==> src/sv/cso_pkg.sv <==
`default_nettype none
// -----------------------------------------------------------------------------
// cso_pkg
// Shared types, codes and the arrow shape table for the cursor overlay.
// -----------------------------------------------------------------------------
package cso_pkg;

   // input transaction kinds
   localparam logic OP_LOAD  = 1'b0;
   localparam logic OP_PIXEL = 1'b1;

   // configuration register indexes
   localparam int          CSR_INDEX_BITS    = 3;
   localparam logic [2:0]  CSR_USE_SPRITE    = 3'd0;
   localparam logic [2:0]  CSR_CURSOR_X      = 3'd1;
   localparam logic [2:0]  CSR_CURSOR_Y      = 3'd2;
   localparam logic [2:0]  CSR_SPRITE_WIDTH  = 3'd3;
   localparam logic [2:0]  CSR_SPRITE_HEIGHT = 3'd4;
   localparam int          CSR_DATA_BITS     = 32;

   // fixed field widths
   localparam int PIX_COORD_BITS   = 12;
   localparam int SIDE_CFG_BITS    = 6;
   localparam int COLOUR_BITS      = 24;
   localparam int RGBA_BITS        = 32;
   localparam int SPRITE_DEPTH     = 1024;
   localparam int SPRITE_ADDR_BITS = 10;

   localparam logic [11:0] CURSOR_X_RESET = 12'd100;
   localparam logic [11:0] CURSOR_Y_RESET = 12'd100;
   localparam logic [5:0]  SIDE_RESET     = 6'd32;

   // built-in arrow geometry
   localparam int ARROW_W      = 12;
   localparam int ARROW_H      = 19;
   localparam int ARROW_H_BITS = 5;

   localparam logic [23:0] COLOUR_BLACK = 24'h000000;
   localparam logic [23:0] COLOUR_WHITE = 24'hFFFFFF;

   // arrow texel codes
   localparam logic [1:0] ARROW_CLEAR = 2'd0;
   localparam logic [1:0] ARROW_EDGE  = 2'd1;
   localparam logic [1:0] ARROW_FILL  = 2'd2;

   typedef struct packed {
      logic        use_sprite;
      logic [11:0] cursor_x;
      logic [11:0] cursor_y;
      logic [5:0]  sprite_width;
      logic [5:0]  sprite_height;
   } cfg_type;

   // locate stage -> blend stage
   typedef struct packed {
      logic        valid;
      logic        in_box;
      logic        sprite_mode;
      logic [1:0]  arrow_code;
      logic [23:0] background;
   } stage1_type;

   // arrow shape: leftmost column is bit 11
   function automatic logic [1:0] arrow_code(input logic [4:0] row, input logic [3:0] col);
      logic [11:0] edge_m;
      logic [11:0] fill_m;
      logic [3:0]  idx;
      edge_m = 12'b0;
      fill_m = 12'b0;
      idx    = 4'(ARROW_W - 1) - col;
      case (row)
         5'd0:  begin edge_m = 12'b1000_0000_0000; fill_m = 12'b0000_0000_0000; end
         5'd1:  begin edge_m = 12'b1100_0000_0000; fill_m = 12'b0000_0000_0000; end
         5'd2:  begin edge_m = 12'b1010_0000_0000; fill_m = 12'b0100_0000_0000; end
         5'd3:  begin edge_m = 12'b1001_0000_0000; fill_m = 12'b0110_0000_0000; end
         5'd4:  begin edge_m = 12'b1000_1000_0000; fill_m = 12'b0111_0000_0000; end
         5'd5:  begin edge_m = 12'b1000_0100_0000; fill_m = 12'b0111_1000_0000; end
         5'd6:  begin edge_m = 12'b1000_0010_0000; fill_m = 12'b0111_1100_0000; end
         5'd7:  begin edge_m = 12'b1000_0001_0000; fill_m = 12'b0111_1110_0000; end
         5'd8:  begin edge_m = 12'b1000_0000_1000; fill_m = 12'b0111_1111_0000; end
         5'd9:  begin edge_m = 12'b1000_0000_0100; fill_m = 12'b0111_1111_1000; end
         5'd10: begin edge_m = 12'b1000_0011_1110; fill_m = 12'b0111_1100_0000; end
         5'd11: begin edge_m = 12'b1000_1000_0000; fill_m = 12'b0111_0000_0000; end
         5'd12: begin edge_m = 12'b1001_1000_0000; fill_m = 12'b0110_0000_0000; end
         5'd13: begin edge_m = 12'b1010_1000_0000; fill_m = 12'b0101_0000_0000; end
         5'd14: begin edge_m = 12'b1001_0100_0000; fill_m = 12'b0100_1000_0000; end
         5'd15: begin edge_m = 12'b1000_1010_0000; fill_m = 12'b0000_0100_0000; end
         5'd16: begin edge_m = 12'b0000_1010_0000; fill_m = 12'b0000_0100_0000; end
         5'd17: begin edge_m = 12'b0000_0100_0000; fill_m = 12'b0000_0000_0000; end
         default: begin edge_m = 12'b0; fill_m = 12'b0; end
      endcase
      if (col > 4'(ARROW_W - 1)) begin
         return ARROW_CLEAR;
      end else if (edge_m[idx]) begin
         return ARROW_EDGE;
      end else if (fill_m[idx]) begin
         return ARROW_FILL;
      end
      return ARROW_CLEAR;
   endfunction

endpackage
`default_nettype wire

==> src/sv/cso_blend.sv <==
`default_nettype none
// -----------------------------------------------------------------------------
// cso_blend
// Second and third pipeline stages: alpha products, divide by 255, select.
// -----------------------------------------------------------------------------
module cso_blend (
   input  wire logic                clock,
   input  wire logic                reset,
   input  wire logic                advance2,
   input  wire logic                advance3,
   input  wire cso_pkg::stage1_type s1,
   input  wire logic [31:0]         sprite_word,
   output logic                     s2_valid,
   output logic                     out_valid,
   output logic [23:0]              out_pixel,
   output logic                     out_hit
);
   import cso_pkg::*;

   typedef struct packed {
      logic             valid;
      logic             blend_sel;
      logic             hit;
      logic [2:0][15:0] sum;
      logic [23:0]      colour;
   } stage2_type;

   stage2_type  s2_ff, s2_in;
   logic        out_valid_ff;
   logic [23:0] out_pixel_ff, out_pixel_in;
   logic        out_hit_ff;
   logic [7:0]  alpha, alpha_inv;

   // exact x/255 for x up to 255*255
   function automatic logic [7:0] div255(input logic [15:0] x);
      logic [16:0] t;
      t = 17'(x) + 17'(x >> 8) + 17'd1;
      return t[15:8];
   endfunction

   // alpha products per channel, arrow colour select
   always_comb begin
      alpha     = sprite_word[7:0];
      alpha_inv = 8'hFF - alpha;
      s2_in.valid     = s1.valid;
      s2_in.blend_sel = 1'b0;
      s2_in.hit       = 1'b0;
      s2_in.colour    = s1.background;
      for (int c = 0; c < 3; c++) begin
         s2_in.sum[c] = 16'(sprite_word[8 + 8*c +: 8]) * 16'(alpha)
                        + 16'(s1.background[8*c +: 8]) * 16'(alpha_inv);
      end
      if (s1.in_box && s1.sprite_mode) begin
         s2_in.blend_sel = 1'b1;
         s2_in.hit       = (alpha != 8'd0);
      end else if (s1.in_box) begin
         case (s1.arrow_code)
            ARROW_EDGE: begin
               s2_in.colour = COLOUR_BLACK;
               s2_in.hit    = 1'b1;
            end
            ARROW_FILL: begin
               s2_in.colour = COLOUR_WHITE;
               s2_in.hit    = 1'b1;
            end
            default: begin
               s2_in.colour = s1.background;
               s2_in.hit    = 1'b0;
            end
         endcase
      end
   end

   always_ff @(posedge clock) begin
      if (reset) begin
         s2_ff.valid <= 1'b0;
      end else if (advance2) begin
         s2_ff <= s2_in;
      end
   end

   // divide sums and pick the final colour
   always_comb begin
      out_pixel_in = s2_ff.colour;
      if (s2_ff.blend_sel) begin
         for (int c = 0; c < 3; c++) begin
            out_pixel_in[8*c +: 8] = div255(s2_ff.sum[c]);
         end
      end
   end

   // output register, held while the receiver stalls
   always_ff @(posedge clock) begin
      if (reset) begin
         out_valid_ff <= 1'b0;
      end else if (advance3) begin
         out_valid_ff <= s2_ff.valid;
      end
   end

   always_ff @(posedge clock) begin
      if (advance3) begin
         out_pixel_ff <= out_pixel_in;
         out_hit_ff   <= s2_ff.hit;
      end
   end

   assign s2_valid  = s2_ff.valid;
   assign out_valid = out_valid_ff;
   assign out_pixel = out_pixel_ff;
   assign out_hit   = out_hit_ff;

   // a stalled stage two keeps its transaction
   assert property (@(posedge clock) disable iff (reset)
      s2_ff.valid && !advance3 |=> s2_ff.valid && $stable(s2_ff.sum))
      else $error("stage two lost data on stall");

   // an uncovered pixel leaves the background untouched
   assert property (@(posedge clock) disable iff (reset)
      advance2 && s1.valid && !s1.in_box |=> !s2_ff.hit && !s2_ff.blend_sel)
      else $error("hit outside cursor box");

   // each result comes from a valid stage two entry
   assert property (@(posedge clock) disable iff (reset)
      $rose(out_valid_ff) |-> $past(s2_ff.valid))
      else $error("result without a transaction");

endmodule
`default_nettype wire

==> config.mk <==
export PLATFORM = sky130hd
export DESIGN_NAME = cso_blend
export DESIGN_NICKNAME = d
export VERILOG_FILES = /design/src/sv/cso_pkg.sv /design/src/sv/cso_blend.sv
export SDC_FILE = /design/constraint.sdc
export NUM_CORES = 1
export LEC_CHECK = 0
export BUFFER_PORTS_ARGS = -buffer_cell sky130_fd_sc_hd__clkbuf_2
export CAP_MARGIN = 15
export CORE_MARGIN = 1.5
export CORE_UTILIZATION = 35
export CTS_CLUSTER_SIZE = 16
export DETAILED_ROUTE_END_ITERATION = 16
export PLACE_DENSITY_LB_ADDON = 0.3
export SKIP_CTS_REPAIR_TIMING = 1
export SLEW_MARGIN = 20
export SYNTH_ARGS = -nofsm -noshare
export SYNTH_HDL_FRONTEND = slang
export SYNTH_SLANG_ARGS = --single-unit
==> constraint.sdc <==
create_clock -name clock -period 12.6 [get_ports clock]
set_input_delay 1.26 -clock clock [delete_from_list [all_inputs] [get_ports clock]]
set_output_delay 1.26 -clock clock [all_outputs]
set_load 0.1 [all_outputs]
==> flow_summary.yaml <==
status:
  status: "completed"
worst_setup_path:
  critPathSlowestCell: "fa_1"
  start_kind: "input port"
  cp.arrival_ns: 7.07
  slowest_delay_ns: 0.54
  path_delay_family: "adder cells"
  crit_fanout: 49
  critical_path.endpoint_type: "flip-flop"
  cp_num_buf_inv: 5
  path_cells: "clkbuf_2 -> buf_4 -> nand2_1 -> fa_1 -> fa_1 -> inv_1 -> fa_1 -> fa_1 -> fa_1 -> inv_1 -> fa_1 -> inv_1 -> ha_1 -> or3_1 -> or3_1 -> a221o_1 -> a2111oi_2 -> nand3b_1"
  crit_type: "input port to flip-flop"
  critical-path-top-cell-by-count: "fa_1"
  worstSetupStartpoint: "sprite_word[1]"
  cp.required_ns: 12.83
  worstReg2RegStart: "s2_ff[66]"
yosys:
  syn_inst: 1785
  synth_top_area_cell: "fa_1"
  syn_area_per_cell_sq_um: 9.83
  yosys.area.top_type_share_pct: 32.9
  synth_edf_count: 99
  yosysMostFrequentCell: "inv_1"
  seq_area_frac_synth_pct: 17.2
  synth.distinct_cells: 55
  yosysWarnings: 0
  synth_top_cells_by_count: "inv_1, fa_1, ha_1"
  yosys-top-cells-area: "fa_1, edfxtp_1, ha_1, inv_1, nor2b_1"
  netlist_area_sq_mm: 0.0175
  ys.flop_type: "edfxtp_1"
  synth-seq-cells: 101
  synthArstFlopShare_pct: 0
timing:
  slew_viol_final: 0
  tightest_slew_ns: 0.974
  fin_crit_sh_pct: 54.3
  min_period_ns: 6.84
  finalSetupViolations: 0
  max_freq_ghz: 0.146
  slew_headroom_pct: 35.1
  finalHoldViolCount: 0
  worst_clock_skew_ns: 0.00991
  rsz0062_at_grt: "false"
  setup_tns_ns: 0
layout:
  fin_nets: 2409
  final_cell_count_no_fill: 2518
  nFillCells: 4899
  syn_to_final_growth_pct: 8.44
  drive_gt1_share_pct: 7.07
job:
  maxCapViolCount: 0
grt:
  grt_pass1_vias: 12400
  grt_pass1_wl_mm: 65.1
  antenna_found_initial: 2
  overflow: 0
  grt_max_degree: 75
  grt_util_all_layers_pct: 16.2
detailed_routing:
  vias: 11800
  drc_errors: 0
  vias_per_cell: 4.69
  wl_per_cell_um: 15.6
  wl_mm: 39.3
  detail-route-antenna-nets: 0
  drtIter0Drc: 581
  dr.pass1.iters: 5
clocking:
  htree_levels: 3
  cts_root_buf: "clkbuf_16"
  cts_inserted_buffers: 9
  clkSlewWorstSetupHoldPaths_ns: 0.07
  cts_sinks: 101
  cts_buffer_depth: 2
  cts_tree: "built"
  worstSkewPairLatency_ns: 0.37
power_and_ir_drop:
  ir_worst_vdd_uv: 268
  leakage_uw: 0.00930
  power.density_mw_per_mm2: 272
min_path:
  hp-start: "s2_ff[72]"
  worstHoldPathType: "flip-flop to flip-flop"
floorplan:
  ios: 92
  fp.dieArea_sq_mm: 0.0515
  start_util_pct: 35.7
  die_x_um: 227
  die_h_um: 227
  fp-row-count: 81
  coreArea_sq_mm: 0.0492
place:
  place_hpwl_mm: 30.8
  io_buffers: 91
  finalWeightedCongestion: 0.824
  placedCellCount: 2501
flip-flops by register name, summed over array words and instances (netlist names):
signal and count:
s2_ff 74, out_pixel 24, out_hit 1, out_valid 1, s2_valid 1
metrics by stage:
stage,power (uW),worst slack [ns],hold WS (ns),util [%],cell area [sq um]
global route,5750,5.49,0.449,38.7,19000
floorplan,3980,5.74,0.400,-,17600
global placement,4810,5.47,0.411,38.1,18700
finish,5180,5.76,0.425,38.7,19000
CTS,5190,5.74,0.426,38.7,19000
detailed placement,4890,5.37,0.409,38.1,18700
layer usage:
metal | global-route usage, % | part of all wire, % | up-vias
met5 | 0 | 0.025 | -
met4 | 4.00 | 1.5 | 2
met3 | 1.98 | 4.0 | 35
met2 | 25.9 | 46 | 188
met1 | 23.2 | 49 | 5986
li1 | - | - | 5607
where the power goes:
group          switching, uW  internal [uW]
sequential              79.9            693
combinational           2430           1700
clock                    136            137
total                   2650           2530
area by class of cell:
type,count,area (sq um),area share [%]
inverters,417,1570,8.23
diodes,1,2.50,0.0132
multi-input cells,1217,12800,67.2
well taps,664,831,4.37
flip-flops and latches,101,3010,15.8
clock buffers,9,225,1.18
repair buffers,102,546,2.87
clock inverters,7,57.6,0.302
cells in the final DEF (no fill, tap or decap), drive strengths merged, types with 3 or more instances in the layout:
master	Yosys	final
nor2b	126	126
a21o	38	38
nor3	5	5
edfxtp	99	99
clkbuf	49	100
o21ai	17	17
clkinv	0	3
mux2	6	6
a21oi	58	58
xor2	17	17
and3	4	4
and2	110	110
a31oi	4	4
fa	288	288
conb	1	3
nand2b	65	65
nand2	102	102
buf	3	11
ha	208	208
a211oi	10	10
nand3	19	19
inv	417	420
o21bai	9	9
nand4	4	4
nor2	37	37
o211ai	6	6
xnor2	51	51
logic make-up (layout without fill, tap and decap cells):
logic type	Yosys count	count (layout)	synth area share [%]
compound gates	160	160	6.00
buf+inv	469	535	10.1
fa+ha+maj	496	496	47.7
other cells	1	4	0.0214
mux	8	8	0.499
flops	101	101	17.2
simple gates	482	482	15.1
xor+xnor	68	68	3.39
final timing paths:
| path | cells after the start | slack, ns | end |
|---|---|---|---|
| worst min register to register | 0 | 0.42 | out_hit |
| worst max register to register | 7 | 10.17 | out_pixel[23] |
| worst max-delay path | 18 | 5.76 | s2_ff[53] |
| worst min-delay path | 0 | 0.42 | out_hit |
Note: power is estimated with default switching activity, not from simulation.
