===== src/sv/cso_pkg.sv =====
`default_nettype none
// -----------------------------------------------------------------------------
// cso_pkg
// Shared types, codes and the arrow shape table for the cursor overlay.
// -----------------------------------------------------------------------------
package cso_pkg;

   // input transaction kinds
   localparam logic OP_LOAD  = 1'b0;
   localparam logic OP_PIXEL = 1'b1;

   // configuration register indexes
   localparam int          CSR_INDEX_BITS    = 3;
   localparam logic [2:0]  CSR_USE_SPRITE    = 3'd0;
   localparam logic [2:0]  CSR_CURSOR_X      = 3'd1;
   localparam logic [2:0]  CSR_CURSOR_Y      = 3'd2;
   localparam logic [2:0]  CSR_SPRITE_WIDTH  = 3'd3;
   localparam logic [2:0]  CSR_SPRITE_HEIGHT = 3'd4;
   localparam int          CSR_DATA_BITS     = 32;

   // fixed field widths
   localparam int PIX_COORD_BITS   = 12;
   localparam int SIDE_CFG_BITS    = 6;
   localparam int COLOUR_BITS      = 24;
   localparam int RGBA_BITS        = 32;
   localparam int SPRITE_DEPTH     = 1024;
   localparam int SPRITE_ADDR_BITS = 10;

   localparam logic [11:0] CURSOR_X_RESET = 12'd100;
   localparam logic [11:0] CURSOR_Y_RESET = 12'd100;
   localparam logic [5:0]  SIDE_RESET     = 6'd32;

   // built-in arrow geometry
   localparam int ARROW_W      = 12;
   localparam int ARROW_H      = 19;
   localparam int ARROW_H_BITS = 5;

   localparam logic [23:0] COLOUR_BLACK = 24'h000000;
   localparam logic [23:0] COLOUR_WHITE = 24'hFFFFFF;

   // arrow texel codes
   localparam logic [1:0] ARROW_CLEAR = 2'd0;
   localparam logic [1:0] ARROW_EDGE  = 2'd1;
   localparam logic [1:0] ARROW_FILL  = 2'd2;

   typedef struct packed {
      logic        use_sprite;
      logic [11:0] cursor_x;
      logic [11:0] cursor_y;
      logic [5:0]  sprite_width;
      logic [5:0]  sprite_height;
   } cfg_type;

   // locate stage -> blend stage
   typedef struct packed {
      logic        valid;
      logic        in_box;
      logic        sprite_mode;
      logic [1:0]  arrow_code;
      logic [23:0] background;
   } stage1_type;

   // arrow shape: leftmost column is bit 11
   function automatic logic [1:0] arrow_code(input logic [4:0] row, input logic [3:0] col);
      logic [11:0] edge_m;
      logic [11:0] fill_m;
      logic [3:0]  idx;
      edge_m = 12'b0;
      fill_m = 12'b0;
      idx    = 4'(ARROW_W - 1) - col;
      case (row)
         5'd0:  begin edge_m = 12'b1000_0000_0000; fill_m = 12'b0000_0000_0000; end
         5'd1:  begin edge_m = 12'b1100_0000_0000; fill_m = 12'b0000_0000_0000; end
         5'd2:  begin edge_m = 12'b1010_0000_0000; fill_m = 12'b0100_0000_0000; end
         5'd3:  begin edge_m = 12'b1001_0000_0000; fill_m = 12'b0110_0000_0000; end
         5'd4:  begin edge_m = 12'b1000_1000_0000; fill_m = 12'b0111_0000_0000; end
         5'd5:  begin edge_m = 12'b1000_0100_0000; fill_m = 12'b0111_1000_0000; end
         5'd6:  begin edge_m = 12'b1000_0010_0000; fill_m = 12'b0111_1100_0000; end
         5'd7:  begin edge_m = 12'b1000_0001_0000; fill_m = 12'b0111_1110_0000; end
         5'd8:  begin edge_m = 12'b1000_0000_1000; fill_m = 12'b0111_1111_0000; end
         5'd9:  begin edge_m = 12'b1000_0000_0100; fill_m = 12'b0111_1111_1000; end
         5'd10: begin edge_m = 12'b1000_0011_1110; fill_m = 12'b0111_1100_0000; end
         5'd11: begin edge_m = 12'b1000_1000_0000; fill_m = 12'b0111_0000_0000; end
         5'd12: begin edge_m = 12'b1001_1000_0000; fill_m = 12'b0110_0000_0000; end
         5'd13: begin edge_m = 12'b1010_1000_0000; fill_m = 12'b0101_0000_0000; end
         5'd14: begin edge_m = 12'b1001_0100_0000; fill_m = 12'b0100_1000_0000; end
         5'd15: begin edge_m = 12'b1000_1010_0000; fill_m = 12'b0000_0100_0000; end
         5'd16: begin edge_m = 12'b0000_1010_0000; fill_m = 12'b0000_0100_0000; end
         5'd17: begin edge_m = 12'b0000_0100_0000; fill_m = 12'b0000_0000_0000; end
         default: begin edge_m = 12'b0; fill_m = 12'b0; end
      endcase
      if (col > 4'(ARROW_W - 1)) begin
         return ARROW_CLEAR;
      end else if (edge_m[idx]) begin
         return ARROW_EDGE;
      end else if (fill_m[idx]) begin
         return ARROW_FILL;
      end
      return ARROW_CLEAR;
   endfunction

endpackage
`default_nettype wire


===== src/sv/cso_locate.sv =====
`default_nettype none
// -----------------------------------------------------------------------------
// cso_locate
// First pipeline stage: cursor box test, sprite address and arrow lookup.
// -----------------------------------------------------------------------------
module cso_locate #(
   parameter int SPRITE_MAX_SIDE   = 32,
   parameter int SCREEN_COORD_BITS = 12
) (
   input  wire logic                   clock,
   input  wire logic                   reset,
   input  wire logic                   advance,
   input  wire logic                   pixel_fire,
   input  wire cso_pkg::cfg_type       cfg,
   input  wire logic [11:0]            pixel_x,
   input  wire logic [11:0]            pixel_y,
   input  wire logic [23:0]            background,
   output logic      [9:0]             rd_addr,
   output cso_pkg::stage1_type         s1
);
   import cso_pkg::*;

   localparam int SideBits = $clog2(SPRITE_MAX_SIDE + 1);
   localparam int BoxBits  = (SideBits > ARROW_H_BITS) ? SideBits : ARROW_H_BITS;
   localparam int CmpBits  = (SCREEN_COORD_BITS > BoxBits) ? SCREEN_COORD_BITS : BoxBits;
   localparam int ProdBits = 2 * SideBits + 1;

   logic [SCREEN_COORD_BITS-1:0] px, py, cx, cy, col, row;
   logic [SideBits-1:0]          spr_w, spr_h;
   logic [BoxBits-1:0]           box_w, box_h;
   logic [ProdBits-1:0]          lin_addr;
   logic                         in_box;
   stage1_type                   s1_ff, s1_in;

   // screen geometry, masked to the screen coordinate width
   always_comb begin
      px = SCREEN_COORD_BITS'(pixel_x);
      py = SCREEN_COORD_BITS'(pixel_y);
      cx = SCREEN_COORD_BITS'(cfg.cursor_x);
      cy = SCREEN_COORD_BITS'(cfg.cursor_y);
      col = px - cx;
      row = py - cy;
   end

   // saturate sprite size, pick box size by mode
   always_comb begin
      spr_w = (CmpBits'(cfg.sprite_width) > CmpBits'(SPRITE_MAX_SIDE))
              ? SideBits'(SPRITE_MAX_SIDE) : SideBits'(cfg.sprite_width);
      spr_h = (CmpBits'(cfg.sprite_height) > CmpBits'(SPRITE_MAX_SIDE))
              ? SideBits'(SPRITE_MAX_SIDE) : SideBits'(cfg.sprite_height);
      box_w = cfg.use_sprite ? BoxBits'(spr_w) : BoxBits'(ARROW_W);
      box_h = cfg.use_sprite ? BoxBits'(spr_h) : BoxBits'(ARROW_H);
      in_box = (px >= cx) && (py >= cy)
               && (CmpBits'(col) < CmpBits'(box_w))
               && (CmpBits'(row) < CmpBits'(box_h));
   end

   // sprite entry address, wrapped to the store depth
   always_comb begin
      lin_addr = ProdBits'(row[SideBits-1:0]) * ProdBits'(spr_w)
                 + ProdBits'(col[SideBits-1:0]);
      rd_addr  = SPRITE_ADDR_BITS'(lin_addr);
   end

   // next stage contents
   always_comb begin
      s1_in.valid       = pixel_fire;
      s1_in.in_box      = in_box;
      s1_in.sprite_mode = cfg.use_sprite;
      s1_in.arrow_code  = arrow_code(row[ARROW_H_BITS-1:0], col[3:0]);
      s1_in.background  = background;
   end

   // advance stage register
   always_ff @(posedge clock) begin
      if (reset) begin
         s1_ff.valid <= 1'b0;
      end else if (advance) begin
         s1_ff <= s1_in;
      end
   end

   assign s1 = s1_ff;

endmodule
`default_nettype wire


===== config.mk =====
export PLATFORM = sky130hd
export DESIGN_NAME = cso_locate
export DESIGN_NICKNAME = d
export VERILOG_FILES = /design/src/sv/cso_pkg.sv /design/src/sv/cso_locate.sv
export SDC_FILE = /design/constraint.sdc
export NUM_CORES = 1
export LEC_CHECK = 0
export ABC_AREA = 1
export BUFFER_PORTS_ARGS = -buffer_cell sky130_fd_sc_hd__buf_4
export CORE_MARGIN = 10
export CORE_UTILIZATION = 40
export DETAILED_ROUTE_END_ITERATION = 6
export HOLD_SLACK_MARGIN = 0.02
export PLACE_DENSITY = 0.71
export SYNTH_ARGS = -nofsm -noshare
export SYNTH_HDL_FRONTEND = slang
export SYNTH_SLANG_ARGS = --single-unit

===== constraint.sdc =====
create_clock -name clock -period 7.73 [get_ports clock]
set_input_delay 1.546 -clock clock [delete_from_list [all_inputs] [get_ports clock]]
set_output_delay 1.546 -clock clock [all_outputs]
set_load 0.01 [all_outputs]

==> results.json <==
{
  "cts.sinks": 29,
  "drive_gt1_share_pct": 27.1,
  "final-setup-viol-count": 0,
  "syn-num-nets": 782,
  "via_per_inst": 4.80,
  "die_w_um": 124,
  "fin_crit_ps": 7500,
  "grt_max_degree": 29,
  "syn_to_final_growth_pct": 35.0,
  "root_buffer": "clkbuf_8",
  "slew_headroom_pct": 54.9,
  "die_height_um": 124,
  "crit_path_top_delay_cell": "fa_1",
  "start_util_pct": 40.5,
  "n_antenna_cell": 0,
  "syn_area_per_cell_um2": 7.17,
  "min_path_type": "flip-flop to flip-flop",
  "rsz0062_at_grt": "false",
  "crit_type": "primary input to output pin",
  "grt_pass1_wl_um": 20600,
  "drv_slew": 0,
  "min_period_over_period_pct": 97.1,
  "fmax_ghz": 0.133,
  "reg2reg_from": "s1[28]$_SDFFE_PP0P_",
  "hpwlAfterDp_um": 10600,
  "netlist_instances": 607,
  "holdPathStages": 2,
  "dpl.cell_count": 897,
  "cts_tree": "built",
  "totalWireLength_um": 12300,
  "path_buf_inv": 8,
  "h-tree-depth": 2,
  "max_cap_violations": 0,
  "grt_use_total_pct": 15.2,
  "coreArea_um2": 10700,
  "endpoint": "rd_addr[9]",
  "crit_path_end_kind": "output pin",
  "critical_path_required_ps": 6180,
  "syn-cell-area_um2": 4350,
  "drc": 0,
  "hold_buffers": 0,
  "crit_family": "adder cells",
  "gp_congestion": 0.880,
  "dr.pass1.iters": 5,
  "p_per_area_nw_per_um2": 174,
  "ys_warn_count": 0,
  "rows": 38,
  "startpoint_type": "primary input",
  "clk_latency_ps": 270,
  "grt_pass1_vias": 4393,
  "rr_worst_depth": 2,
  "cp.depth": 27,
  "finish.utilization_pct": 54.7,
  "power_leakage_nw": 3.22,
  "cts.path.max_buffers": 2,
  "hold_violations": 0,
  "cp_slowest_stage_delay_ps": 540,
  "r2r_slack_ps": 7150,
  "tightest_slew_ps": 674,
  "vias": 4362,
  "fillers": 1085,
  "cp_max_fo": 3,
  "fin_nets": 942,
  "fin_cells": 908,
  "fin_worst_skew_ps": 0,
  "timing.rr.end": "s1[28]$_SDFFE_PP0P_",
  "clk_pin_slew_worst_paths_ps": 60,
  "antenna_found_initial": 0,
  "arrival_ps": 5960,
  "ir_worst_vdd_uv": 152,
  "total_power_mw": 1.02,
  "io-pin-count": 128,
  "status": "completed",
  "ant_nets": 0,
  "overflow": 0,
  "largest_register_ffs": 29,
  "cts_made_buffers": 5,
  "synth-seq-cells": 29,
  "dieArea_um2": 15400,
  "crit_path_start": "cfg[14]",
  "synth_cell_type_count": 42,
  "wl_per_cell_um": 13.5,
  "portBuffers": 127,
  "drtIter0Drc": 196,
  "seq_area_frac_synth_pct": 19.8
}
## cell usage in the layout, fill, tap and decap left out, types with 3 or more instances in the layout
cell,n
nor2_1,48
inv_1,117
nand3_1,44
xnor2_1,3
o21ai_0,19
ha_4,5
nand2_1,160
xor2_1,12
nand2_4,3
edfxtp_1,28
fa_1,20
buf_4,159
o21ai_1,3
nand4_1,7
nor2_2,4
inv_2,6
ha_1,60
a21oi_1,23
nand2_2,4
a21oi_2,4
nor3_1,3
clkbuf_8,5
## worst min-delay path: stages (launching register included)
cell and delay [ps]:
dfxtp_1 310, nand2_1 60, a21oi_1 60
## layer usage
layer	GRT usage, %	wire, um	vias up
li1	-	-	2245
met1	20.1	5660	1948
met2	25.1	5670	161
met3	3.36	892	8
met4	2.40	62	0
met5	0	0	-
## layout make-up
cell class / instances / area, um^2 / share of cell area [%]
clock buffers: 5 / 68.8 / 1.17
repair buffers: 159 / 1190 / 20.3
multi-input cells: 448 / 3090 / 52.6
clock inverters: 3 / 17.5 / 0.298
inverters: 124 / 468 / 7.97
well taps: 140 / 175 / 2.98
flip-flops and latches: 29 / 861 / 14.7
## worst min-delay path by stage
stage / startpoint / end / slack (ps)
final: s1[28]$_SDFFE_PP0P_ / s1[28]$_SDFFE_PP0P_ / 470
after global routing: s1[28]$_SDFFE_PP0P_ / s1[28]$_SDFFE_PP0P_ / 510
after CTS: s1[28]$_SDFFE_PP0P_ / s1[28]$_SDFFE_PP0P_ / 480
after detailed placement: s1[28]$_SDFFE_PP0P_ / s1[28]$_SDFFE_PP0P_ / 470
after global placement: s1[28]$_SDFFE_PP0P_ / s1[28]$_SDFFE_PP0P_ / 440
after floorplan: s1[28]$_SDFFE_PP0P_ / s1[28]$_SDFFE_PP0P_ / 480
## power breakdown
| group | leakage, nW | switching [mW] | total [mW] | internal, mW |
|---|---|---|---|---|
| Sequential | 0.268 | 0.00314 | 0.189 | 0.185 |
| Clock | 0.0439 | 0.0535 | 0.115 | 0.0618 |
| Combinational | 2.90 | 0.383 | 0.721 | 0.338 |
## cell usage after synthesis
master | number | share of area (%)
a211oi_1 | 2 | 0.35
a21o_1 | 2 | 0.35
a21oi_1 | 27 | 3.1
a21oi_4 | 1 | 0.37
a31o_2 | 1 | 0.20
a31oi_1 | 2 | 0.29
buf_2 | 3 | 0.35
buf_6 | 1 | 0.26
buf_8 | 1 | 0.35
clkbuf_1 | 1 | 0.086
dfxtp_1 | 1 | 0.46
edfxtp_1 | 28 | 19
fa_1 | 21 | 9.7
ha_1 | 65 | 19
inv_1 | 123 | 11
inv_2 | 1 | 0.086
nand2_1 | 162 | 14
nand2_2 | 3 | 0.43
nand2_4 | 2 | 0.52
nand2_8 | 1 | 0.46
nand3_1 | 45 | 5.2
nand3_2 | 1 | 0.23
nand3_4 | 1 | 0.40
nand3b_1 | 1 | 0.17
nand4_1 | 7 | 1.0
nor2_1 | 51 | 4.4
nor2_2 | 2 | 0.29
nor2_4 | 1 | 0.26
nor3_1 | 3 | 0.35
o2111ai_1 | 1 | 0.20
o211ai_1 | 1 | 0.17
o21ai_0 | 21 | 2.4
o21ai_1 | 2 | 0.23
o21ai_2 | 1 | 0.20
o21bai_1 | 1 | 0.17
o22ai_2 | 1 | 0.29
o31ai_1 | 1 | 0.17
or2_1 | 1 | 0.14
or2_2 | 1 | 0.14
xnor2_1 | 3 | 0.60
xor2_1 | 12 | 2.4
xor2_4 | 1 | 0.63
## through the flow
| stage | setup TNS [ps] | hold slack, ps | setup slack, ps | cell area (um^2) |
|---|---|---|---|---|
| after floorplan | 0 | 477 | 163 | 4350 |
| after global placement | -32.3 | 441 | -32.3 | 5650 |
| after detailed placement | -171 | 466 | -150 | 5650 |
| after CTS | 0 | 476 | 11.5 | 5780 |
| after global routing | 0 | 512 | 3.81 | 5870 |
| final | 0 | 474 | 227 | 5870 |
## cell families (layout without fill, tap and decap cells)
logic type,count (synthesis),count (layout),share of synthesized area [%]
AO/OA/AOI/OAI,64,64,8.51
XOR/XNOR,16,16,3.65
adder cells (fa/ha/maj),86,86,28.4
buffers and inverters,130,291,11.7
flip-flops,29,29,19.8
AND/OR/NAND/NOR,282,282,28.0
## repair_timing
action                                  CTS  global route
setup buffers                             1             2
pin swaps                                 5            18
endpoints found under the setup margin    3             4
gates resized for setup                   7            22
No activity file was read; power rests on OpenSTA's default activity.
